==> src/design/tlbpt_pkg.sv <==
// Shared types, constants and helpers for the TLB and page table translator.
package tlbpt_pkg;

    localparam int TLB_ENTRIES = 16;
    localparam int PAGE_BITS   = 8;
    localparam int OFFSET_BITS = 8;
    localparam int ADDR_W      = 16;

    localparam int NUM_PAGES   = 1 << PAGE_BITS;
    localparam int TLB_IDX_W   = (TLB_ENTRIES > 1) ? $clog2(TLB_ENTRIES) : 1;
    localparam int FREE_W      = PAGE_BITS + 1;
    localparam int PHYS_W      = PAGE_BITS + OFFSET_BITS;

    typedef logic [PAGE_BITS-1:0]   page_t;
    typedef logic [PAGE_BITS-1:0]   frame_t;
    typedef logic [OFFSET_BITS-1:0] offset_t;
    typedef logic [ADDR_W-1:0]      addr_t;
    typedef logic [TLB_IDX_W-1:0]   tlb_idx_t;
    typedef logic [FREE_W-1:0]      free_cnt_t;

    // Sequencer states
    typedef enum logic {
        ST_IDLE,
        ST_LOOKUP
    } state_t;

    // TLB lookup answer
    typedef struct packed {
        logic   hit;
        frame_t frame;
    } tlb_result_t;

    // TLB fill request (slot taken from the round-robin pointer)
    typedef struct packed {
        logic   en;
        page_t  page;
        frame_t frame;
    } tlb_fill_t;

    // Page table read data
    typedef struct packed {
        logic   valid;
        frame_t frame;
    } pm_entry_t;

    // Page table write
    typedef struct packed {
        logic   en;
        page_t  page;
        frame_t frame;
    } pm_write_t;

    // Page number from a logical address; bits above page+offset are dropped
    function automatic page_t addr_page(addr_t addr);
        addr_t shifted;
        shifted = addr >> OFFSET_BITS;
        return page_t'(shifted);
    endfunction

    function automatic offset_t addr_offset(addr_t addr);
        return offset_t'(addr);
    endfunction

    // Frame and offset joined, then fitted to the address width
    function automatic addr_t make_phys(frame_t frame, offset_t offset);
        logic [PHYS_W-1:0] full;
        full = {frame, offset};
        return addr_t'(full);
    endfunction

endpackage

==> src/design/tlb_page_table_translator.sv <==
// Top level: demand-paged address translator, TLB in front of a page table.
//
//  channel | signals                                        | direction
//  --------+------------------------------------------------+----------
//  in      | in_valid, in_stall, logical_address            | request in
//  out     | out_valid, out_stall, physical_address,        | result out
//          | tlb_hit, page_fault                            |
//
// Each request passes through the registered page table read, then a lookup step to
// decide hit/miss/fault and write back frame, TLB slot and free-frame count.
// The output register lets the next request enter while a result waits; a
// stalled output holds the lookup step until it drains.
// Reset is immediate: TLB and page table valid bits are flops, no sweep.
module tlb_page_table_translator
(
    input  logic                     clk,
    input  logic                     rst_n,
    input  logic                     in_valid,
    output logic                     in_stall,
    input  logic [15:0]              logical_address,
    output logic                     out_valid,
    input  logic                     out_stall,
    output logic [15:0]              physical_address,
    output logic                     tlb_hit,
    output logic                     page_fault
);

    tlbpt_pkg::state_t      state_reg, state_next;
    tlbpt_pkg::page_t       page_reg;
    tlbpt_pkg::offset_t     offset_reg;
    tlbpt_pkg::free_cnt_t   free_frame_reg, free_frame_next;
    logic                   out_valid_reg, out_valid_next;
    tlbpt_pkg::addr_t       phys_reg, phys_next;
    logic                   hit_reg, hit_next;
    logic                   fault_reg, fault_next;

    logic                   accept;
    logic                   load_out;
    tlbpt_pkg::tlb_result_t tlb_res;
    tlbpt_pkg::tlb_fill_t   tlb_fill;
    tlbpt_pkg::pm_entry_t   pm_rd;
    tlbpt_pkg::pm_write_t   pm_wr;
    tlbpt_pkg::frame_t      frame_sel;
    tlbpt_pkg::frame_t      new_frame;

    assign accept    = in_valid && !in_stall;
    assign new_frame = tlbpt_pkg::frame_t'(free_frame_reg);

    tlbpt_tlb u_tlb
    (
        .clk         (clk),
        .rst_n       (rst_n),
        .lookup_page (page_reg),
        .result      (tlb_res),
        .fill        (tlb_fill)
    );

    tlbpt_page_map u_page_map
    (
        .clk     (clk),
        .rst_n   (rst_n),
        .rd_en   (accept),
        .rd_page (tlbpt_pkg::addr_page(logical_address)),
        .rd_data (pm_rd),
        .wr      (pm_wr)
    );

    // Sequencer: next state, write-back and output load
    always_comb
    begin
        state_next      = state_reg;
        in_stall        = 1'b1;
        load_out        = 1'b0;
        free_frame_next = free_frame_reg;
        hit_next        = hit_reg;
        fault_next      = fault_reg;
        phys_next       = phys_reg;
        frame_sel       = pm_rd.frame;
        tlb_fill        = '0;
        pm_wr           = '0;

        case (state_reg)
            tlbpt_pkg::ST_IDLE:
            begin
                in_stall = 1'b0;
                if (in_valid)
                    state_next = tlbpt_pkg::ST_LOOKUP;
            end
            tlbpt_pkg::ST_LOOKUP:
            begin
                if (!out_valid_reg || !out_stall)
                begin
                    load_out   = 1'b1;
                    state_next = tlbpt_pkg::ST_IDLE;
                    hit_next   = tlb_res.hit;
                    fault_next = 1'b0;
                    if (tlb_res.hit)
                        frame_sel = tlb_res.frame;
                    else if (pm_rd.valid)
                        frame_sel = pm_rd.frame;
                    else
                    begin
                        // page fault: take next free frame
                        frame_sel      = new_frame;
                        fault_next     = 1'b1;
                        pm_wr.en       = 1'b1;
                        pm_wr.page     = page_reg;
                        pm_wr.frame    = new_frame;
                        tlb_fill.en    = 1'b1;
                        tlb_fill.page  = page_reg;
                        tlb_fill.frame = new_frame;
                        if (free_frame_reg < tlbpt_pkg::free_cnt_t'(tlbpt_pkg::NUM_PAGES))
                            free_frame_next = free_frame_reg + 1'b1;
                    end
                    phys_next = tlbpt_pkg::make_phys(frame_sel, offset_reg);
                end
            end
            default:
            begin
                state_next = tlbpt_pkg::ST_IDLE;
            end
        endcase
    end

    // Output valid tracking
    always_comb
    begin
        if (load_out)
            out_valid_next = 1'b1;
        else if (out_valid_reg && !out_stall)
            out_valid_next = 1'b0;
        else
            out_valid_next = out_valid_reg;
    end

    // Control registers
    always_ff @(posedge clk or negedge rst_n)
    begin
        if (!rst_n)
        begin
            state_reg      <= tlbpt_pkg::ST_IDLE;
            out_valid_reg  <= 1'b0;
            free_frame_reg <= '0;
        end
        else
        begin
            state_reg      <= state_next;
            out_valid_reg  <= out_valid_next;
            free_frame_reg <= free_frame_next;
        end
    end

    // Request capture and result payload
    always_ff @(posedge clk)
    begin
        if (accept)
        begin
            page_reg   <= tlbpt_pkg::addr_page(logical_address);
            offset_reg <= tlbpt_pkg::addr_offset(logical_address);
        end
        phys_reg  <= phys_next;
        hit_reg   <= hit_next;
        fault_reg <= fault_next;
    end

    assign out_valid        = out_valid_reg;
    assign physical_address = phys_reg;
    assign tlb_hit          = hit_reg;
    assign page_fault       = fault_reg;

endmodule

==> src/design/tlbpt_tlb.sv <==
// Fully associative TLB with round-robin fill pointer.
module tlbpt_tlb
(
    input  logic                   clk,
    input  logic                   rst_n,
    input  tlbpt_pkg::page_t       lookup_page,
    output tlbpt_pkg::tlb_result_t result,
    input  tlbpt_pkg::tlb_fill_t   fill
);

    logic [tlbpt_pkg::TLB_ENTRIES-1:0] slot_valid_reg;
    tlbpt_pkg::page_t                  slot_page_reg  [tlbpt_pkg::TLB_ENTRIES];
    tlbpt_pkg::frame_t                 slot_frame_reg [tlbpt_pkg::TLB_ENTRIES];
    tlbpt_pkg::tlb_idx_t               fill_ptr_reg;
    tlbpt_pkg::tlb_idx_t               fill_ptr_next;

    // Parallel compare; lowest matching slot wins
    always_comb
    begin
        result.hit   = 1'b0;
        result.frame = '0;
        for (int i = tlbpt_pkg::TLB_ENTRIES - 1; i >= 0; i--)
        begin
            if (slot_valid_reg[i] && (slot_page_reg[i] == lookup_page))
            begin
                result.hit   = 1'b1;
                result.frame = slot_frame_reg[i];
            end
        end
    end

    // Pointer advance with wrap
    always_comb
    begin
        if (fill_ptr_reg == tlbpt_pkg::tlb_idx_t'(tlbpt_pkg::TLB_ENTRIES - 1))
            fill_ptr_next = '0;
        else
            fill_ptr_next = fill_ptr_reg + 1'b1;
    end

    // Valid bits and pointer
    always_ff @(posedge clk or negedge rst_n)
    begin
        if (!rst_n)
        begin
            slot_valid_reg <= '0;
            fill_ptr_reg   <= '0;
        end
        else if (fill.en)
        begin
            slot_valid_reg[fill_ptr_reg] <= 1'b1;
            fill_ptr_reg                 <= fill_ptr_next;
        end
    end

    // Slot payload
    always_ff @(posedge clk)
    begin
        if (fill.en)
        begin
            slot_page_reg[fill_ptr_reg]  <= fill.page;
            slot_frame_reg[fill_ptr_reg] <= fill.frame;
        end
    end

endmodule

==> src/design/tlbpt_page_map.sv <==
// Page table: synchronous frame memory with per-page valid flops.
module tlbpt_page_map
(
    input  logic                 clk,
    input  logic                 rst_n,
    input  logic                 rd_en,
    input  tlbpt_pkg::page_t     rd_page,
    output tlbpt_pkg::pm_entry_t rd_data,
    input  tlbpt_pkg::pm_write_t wr
);

    tlbpt_pkg::frame_t               map_mem [tlbpt_pkg::NUM_PAGES];
    logic [tlbpt_pkg::NUM_PAGES-1:0] map_valid_reg;
    logic                            rd_valid_reg;
    tlbpt_pkg::frame_t               rd_frame_reg;

    // Frame memory: one write, one registered read
    always_ff @(posedge clk)
    begin
        if (wr.en)
            map_mem[wr.page] <= wr.frame;
        if (rd_en)
            rd_frame_reg <= map_mem[rd_page];
    end

    // Valid bits clear at reset
    always_ff @(posedge clk or negedge rst_n)
    begin
        if (!rst_n)
        begin
            map_valid_reg <= '0;
            rd_valid_reg  <= 1'b0;
        end
        else
        begin
            if (wr.en)
                map_valid_reg[wr.page] <= 1'b1;
            if (rd_en)
                rd_valid_reg <= map_valid_reg[rd_page];
        end
    end

    assign rd_data.valid = rd_valid_reg;
    assign rd_data.frame = rd_frame_reg;

endmodule

==> config.mk <==
export PLATFORM = sky130hd
export DESIGN_NAME = tlb_page_table_translator
export DESIGN_NICKNAME = d
export VERILOG_FILES = /design/src/design/tlbpt_pkg.sv /design/src/design/tlb_page_table_translator.sv /design/src/design/tlbpt_tlb.sv /design/src/design/tlbpt_page_map.sv
export SDC_FILE = /design/constraint.sdc
export NUM_CORES = 2
export LEC_CHECK = 0
export BUFFER_PORTS_ARGS = -buffer_cell sky130_fd_sc_hd__buf_2
export CORE_MARGIN = 4
export CORE_UTILIZATION = 30
export DETAILED_ROUTE_END_ITERATION = 10
export PLACE_DENSITY = 0.47
export SYNTH_ARGS = -nofsm -noshare
export SYNTH_HDL_FRONTEND = slang
export SYNTH_SLANG_ARGS = --single-unit
==> constraint.sdc <==
create_clock -name clk -period 12.17 [get_ports clk]
set_input_delay 1.217 -clock clk [delete_from_list [all_inputs] [get_ports clk]]
set_output_delay 1.217 -clock clk [all_outputs]
set_load 0.01 [all_outputs]
## Word level (Yosys, flattened, before mapping)

Memory sizes are Yosys's and may differ from the RTL's. A register that Yosys moved wholly into a read port is not among the register bits.
Cells that the tools add are included.
Widths: inputs -> output; s select.

- Multiply operators: 0
- Bitwise operators: 5
- Muxes and demuxes: 40
- Div/mod/pow operators: 0
- Reductions and logical operators: 26
- Order comparisons: 6
- Shift operators: 0
- Add/subtract/negate cells: 2
- Eq/ne operators: 17

Operator list:

| kind | number |
|---|---|
| $or 256x256->256 | 1 |
| $mux 9 | 16 |
| $eq 8x8->1 | 16 |
| $mux 17 | 4 |
| $logic_and 1x1->1 | 20 |
| $lt 8x9->1 const B | 2 |
| $mux 8 | 2 |
| $or 16x16->16 | 1 |
| $mux 1 | 13 |
| $add 9x1->9 const B | 1 |
| $lt 9x9->1 const B | 1 |
| $bmux 1 s8 | 1 |
| $demux 1 s8 | 1 |
| $ge 8x1->1 const B | 1 |
| $lt 4x5->1 const B | 1 |
| $reduce_and 5->1 | 1 |
| $add 4x1->4 const B | 1 |
| $demux 1 s4 | 1 |
| $eq 4x4->1 const B | 1 |
| $ge 4x1->1 const B | 1 |
| $mux 4 | 1 |
| $not 1->1 | 3 |
| $logic_not 1->1 | 2 |
| $pmux 1 s2 | 1 |
| 3 further kinds | 3 |

- Memories kept: 3
- Word-level logic and storage cells: 111
- Bits in writable memories: 2304
- Input port bits: 20
- Output and inout bits: 20
- Flip-flop bits (word level): 322
- Latch bits: 0
- ROM bits: 0

Memories:

| name | depth | width | read ports | clocked after memory_dff | write ports | line | RTL |
|---|---|---|---|---|---|---|---|
| u_page_map.map_mem | 256 | 8 | 1 | 1 | 1 | tlbpt_page_map.sv:12 | `tlbpt_pkg::frame_t map_mem [tlbpt_pkg::NUM_PAGES];` |
| u_tlb.slot_frame_reg | 16 | 8 | 16 | 0 | 1 | tlbpt_tlb.sv:13 | `tlbpt_pkg::frame_t slot_frame_reg [tlbpt_pkg::TLB_ENTRIES];` |
| u_tlb.slot_page_reg | 16 | 8 | 16 | 0 | 1 | tlbpt_tlb.sv:12 | `tlbpt_pkg::page_t slot_page_reg [tlbpt_pkg::TLB_ENTRIES];` |

## Depth between registers and ports, before layout

- Depth in word-level cells: 26
- Depth in mapped cells: 13
- Depth with buffers taken out: 8

## Cells and area by module

From an unflattened synthesis, not the netlist that was laid out.

- Cells, all modules: 5181
- Area total of the unflattened synthesis: 102055.4 um^2

By module, submodules not included:

| module | cells an instance | sequential area each (um^2) | area each (um^2) | times used |
|---|---|---|---|---|
| tlbpt_page_map | 4279 | 68170.4 | 88653.8 | 1 |
| tlbpt_tlb | 778 | 8187.9 | 11584.9 | 1 |
| tlb_page_table_translator | 124 | 1296.2 | 1816.7 | 1 |

## Worst setup path after synthesis

OpenSTA, ideal clock, no wires.

- Kind: register to register
- Start point: register page_reg[1]
- End point: memory u_page_map.map_mem[0][0] in the netlist's numbering (data pin)
- Period minus slack after synthesis: 6.776 ns
- Setup time: 0.912 ns
- Cell stages (with the launch flop): 12
- Data required time: 11.258 ns
- Data arrival time: 5.864 ns
- Slack: 5.394 ns
- Path buffers: 5
- Path through: edfxtp_1 buf_2 buf_6 xnor2_1 and4_1 clkbuf_1 nor4_2 nand4_2 nor3_4 buf_4 clkbuf_1 and2_1

RTL lines:

| what | line | RTL |
|---|---|---|
| start: declaration | tlb_page_table_translator.sv:29 | `tlbpt_pkg::page_t page_reg;` |
| start signal: assignment | tlb_page_table_translator.sv:158 | `page_reg <= tlbpt_pkg::addr_page(logical_address);` |
| end: declaration | tlbpt_page_map.sv:12 |  |

## Final worst setup path

- Start point: register page_reg[4]
- End point: memory u_page_map.map_mem[62][6] in the netlist's numbering, enable pin

- Word-level cells in the longest chain between the ends: 23
- Elaborated cells between the ends (all ways): 54
- Classes of those cells: eq/ne (16); mux (22); reduce/logical (16)

RTL lines:

| what | line | RTL |
|---|---|---|
| $eq 8x8->1 | tlbpt_tlb.sv:24 | `if (slot_valid_reg[i] && (slot_page_reg[i] == lookup_page))` |
| $logic_and 1x1->1 | tlbpt_tlb.sv:24 |  |
| $mux 9 (16 in a row) | tlbpt_tlb.sv:24 |  |
| $mux 17 (*) | tlb_page_table_translator.sv:97 | `if (tlb_res.hit)` |
| $mux 17 (*) | tlb_page_table_translator.sv:91 | `if (!out_valid_reg \|\| !out_stall)` |
| $mux 17 (*) | tlb_page_table_translator.sv:82 | `case (state_reg)` |
| $mux 1 | tlbpt_page_map.sv:20 | `if (wr.en)` |
| $mux 1 (not written as such) | tlbpt_page_map.sv:21 | `map_mem[wr.page] <= wr.frame;` |

Mark *: on every way between the ends. The rest lies on a longest branch, timed or not.

==> flow_metrics.env <==
export IMPL_start_util=0.3014
export IMPL_root_buffer="clkbuf_16"
export IMPL_violations="slew limit"
export IMPL_hold_viol_final=0
export IMPL_r2r_start="page_reg[4]$_DFFE_PP_"
export IMPL_area_growth_pct=14.54
export IMPL_rr_worst_depth=11
export IMPL_clock_fmax_ghz=0.1535
export IMPL_core_sq_um=343000
export IMPL_slew_headroom=-0.1206
export IMPL_dp_cells=9483
export IMPL_synth_area_per_cell_sq_um=20.51
export IMPL_dpl_worst_slack_ns=5.619
export IMPL_startpoint_type="register"
export IMPL_grt_overflow_total=0
export IMPL_synth_ff_type="edfxtp_1"
export IMPL_power_leakage_nw=40.68
export IMPL_cp_end_kind="register"
export IMPL_finalCritPeriodShare=0.5354
export IMPL_cap_violations=0
export IMPL_place_gp_congestion=0.7967
export IMPL_first_global_vias=52850
export IMPL_wl_microns=282800
export IMPL_io_buffer_count=39
export IMPL_largest_reg_flops=2048
export IMPL_dpl_cell_area_sq_um=109500
export IMPL_insertion_delay_ns=0.85
export IMPL_yosysTopAreaCellShare=0.6814
export IMPL_crit_required_ns=12.62
export IMPL_postCtsHoldBufs=0
export IMPL_first_iter_violations=4942
export IMPL_vias_per_cell=5.084
export IMPL_fin_skew_ns=0.06879
export IMPL_ys_types=66
export IMPL_routedWlPerCell_microns=28.29
export IMPL_synthCells=5040
export IMPL_fp_dieH_microns=595.0
export IMPL_rsz0062_at_grt="no"
export IMPL_die_w_microns=595.0
export IMPL_first_pass_iters=5
export IMPL_synth_common_cells="edfxtp_1, mux4_2, nor2_1"
export IMPL_cp_data_arrival_time_ns=6.96
export IMPL_powerDensity_nw_per_um2=174.3
export IMPL_period_needed_ns=6.515
export IMPL_clk_transition_reported_paths_ns=0.06
export IMPL_synth_most_common_cell="edfxtp_1"
export IMPL_p_total_mw=20.64
export IMPL_async_flop_share=0.1093
export IMPL_max_slew_worst_pin_slew_ns=1.681
export IMPL_yosys_warnings=0
export IMPL_finalInstanceArea_sq_um=118400
export IMPL_hpwl_microns=169700
export IMPL_synth_seq_cells=2634
export IMPL_cts_tree="done"
export IMPL_rows=215
export IMPL_critPathMaxFanout=55
export IMPL_drc=0
export IMPL_cts_sinks=2634
export IMPL_antenna_found_initial=11
export IMPL_dieArea_sq_um=354100
export IMPL_fill_cells=31940
export IMPL_hold_path_class="in2async"
export IMPL_worstSetupPathType="reg2reg"
export IMPL_peakVddDrop_mv=0.1007
export IMPL_ant_nets=0
export IMPL_status="finished with violations"
export IMPL_synth_edf_count=2346
export IMPL_synth_area_sq_um=103400
export IMPL_stdcell_count=9998
export IMPL_h_tree_depth=5
export IMPL_layout_nets=5242
export IMPL_clockBufferDepth=4
export IMPL_timing_rr_end="u_page_map.map_mem[62][6]$_DFFE_PP_"
export IMPL_io_pins=40
export IMPL_yosysTopAreaCell="edfxtp_1"
export IMPL_setup_viol=0
export IMPL_finalSetupTns_ns=0
export IMPL_grt_pass1_wl_microns=405500
export IMPL_r2r_slack_ns=5.65
export IMPL_drive_gt1_frac=0.2486
export IMPL_drv_slew=76
export IMPL_postCtsSetupRepairBufs=0
export IMPL_grt_max_degree=193
export IMPL_routed_via_count=50830
export IMPL_cts_made_buffers=289
export IMPL_grt_use_total=0.1566
export IMPL_ys_seq_area_frac=0.7511
export IMPL_post_cts_resized=0
export IMPL_timing_final_ws_setup_ns=5.655
export IMPL_synth_fp_nets=5065
export IMPL_ys_top_cells_by_area="edfxtp_1, mux4_2, dfrtp_1"
## per-stage QoR
stage,hold WS [ns],utilization
finish,0.4086,0.3452
global route,0.4070,0.3452
CTS,0.3909,0.3452
detailed placement,0.4088,0.3193
global placement,0.4041,0.3192
floorplan,0.4003,-
## logic make-up after synthesis
group,synth area share
XOR/XNOR,0.01152
flip-flops,0.7511
AO/OA/AOI/OAI,0.03500
AND/OR/NAND/NOR,0.03221
buffers and inverters,0.01362
adder cells (fa/ha/maj),0.0006051
multiplexers,0.1559
## layout by cell type, fill, tap and decap left out, types with 10 or more instances in the layout
| master | Yosys | final |
|---|---|---|
| edfxtp_1 | 2346 | 2346 |
| mux4_2 | 697 | 697 |
| nor2_1 | 313 | 307 |
| clkbuf_16 | 0 | 300 |
| dfrtp_1 | 288 | 288 |
| o21bai_1 | 242 | 242 |
| buf_4 | 16 | 142 |
| nand2_1 | 104 | 104 |
| a22oi_1 | 84 | 84 |
| xnor2_1 | 79 | 79 |
| clkbuf_1 | 164 | 71 |
| nand3_1 | 64 | 60 |
| a21oi_1 | 59 | 59 |
| xor2_1 | 57 | 57 |
| nand4_1 | 45 | 45 |
| clkinv_2 | 0 | 45 |
| clkinv_1 | 0 | 45 |
| mux2i_1 | 41 | 41 |
| nor3_1 | 46 | 39 |
| buf_2 | 72 | 34 |
| inv_1 | 23 | 23 |
| a41o_1 | 20 | 20 |
| and2_1 | 26 | 17 |
| o21ai_0 | 16 | 16 |
| nor2b_1 | 22 | 16 |
| bufinv_16 | 0 | 13 |
| buf_12 | 0 | 13 |
| nand2b_1 | 11 | 11 |
| a31o_2 | 11 | 11 |
| clkbuf_8 | 0 | 11 |
| diode_2 | 0 | 10 |
| nor4_1 | 15 | 10 |
## how the worst max path moves through the flow
stage                                                endpoint  slack, ns                  start
after global placement    u_page_map.map_mem[62][5]$_DFFE_PP_       5.72  page_reg[4]$_DFFE_PP_
after CTS                 u_page_map.map_mem[62][6]$_DFFE_PP_       5.59  page_reg[4]$_DFFE_PP_
after global routing      u_page_map.map_mem[62][6]$_DFFE_PP_       5.27  page_reg[4]$_DFFE_PP_
after floorplan            u_page_map.map_mem[0][0]$_DFFE_PP_       5.39  page_reg[1]$_DFFE_PP_
final                     u_page_map.map_mem[62][6]$_DFFE_PP_       5.65  page_reg[4]$_DFFE_PP_
after detailed placement  u_page_map.map_mem[62][5]$_DFFE_PP_       5.62  page_reg[4]$_DFFE_PP_
## metal layers
| metal | vias to the layer above | wire (microns) | GRT usage | share of wire |
|---|---|---|---|---|
| li1 | 21120 | - | - | - |
| met1 | 27860 | 126800 | 0.2231 | 0.45 |
| met2 | 1461 | 133600 | 0.2480 | 0.47 |
| met3 | 379 | 15240 | 0.02824 | 0.054 |
| met4 | 10 | 7077 | 0.04072 | 0.025 |
| met5 | - | 69 | 0 | 0.00024 |
## layout make-up
cell class	count	area, sq um	share of cell area
sequential	2634	77650	0.6558
multi-input combinational	2075	24490	0.2068
clock buffer	381	7911	0.06681
tap	4557	5702	0.04815
timing repair buffer	194	1570	0.01326
clock inverter	124	978.4	0.008263
inverter	23	86.33	0.0007291
antenna	10	25.02	0.0002113
## power breakdown
part	internal, mW	switching [mW]	total [mW]
Combinational	0.503	1.24	1.74
Clock	4.85	3.52	8.37
Sequential	10.4	0.161	10.5
Total	15.7	4.92	20.6
## worst max-delay path, cell delays in order (launching register included)
cell and delay [ns]:
edfxtp_1 0.49, buf_4 0.44, xor2_1 0.20, nor3_1 0.09, nand4_1 0.52, and4b_1 0.39
nand4_2 0.40, nor3_4 0.28, buf_4 0.40, buf_4 0.67, nand3_1 0.92, nor4_2 1.20
Note: power is estimated with default switching activity, not from simulation.
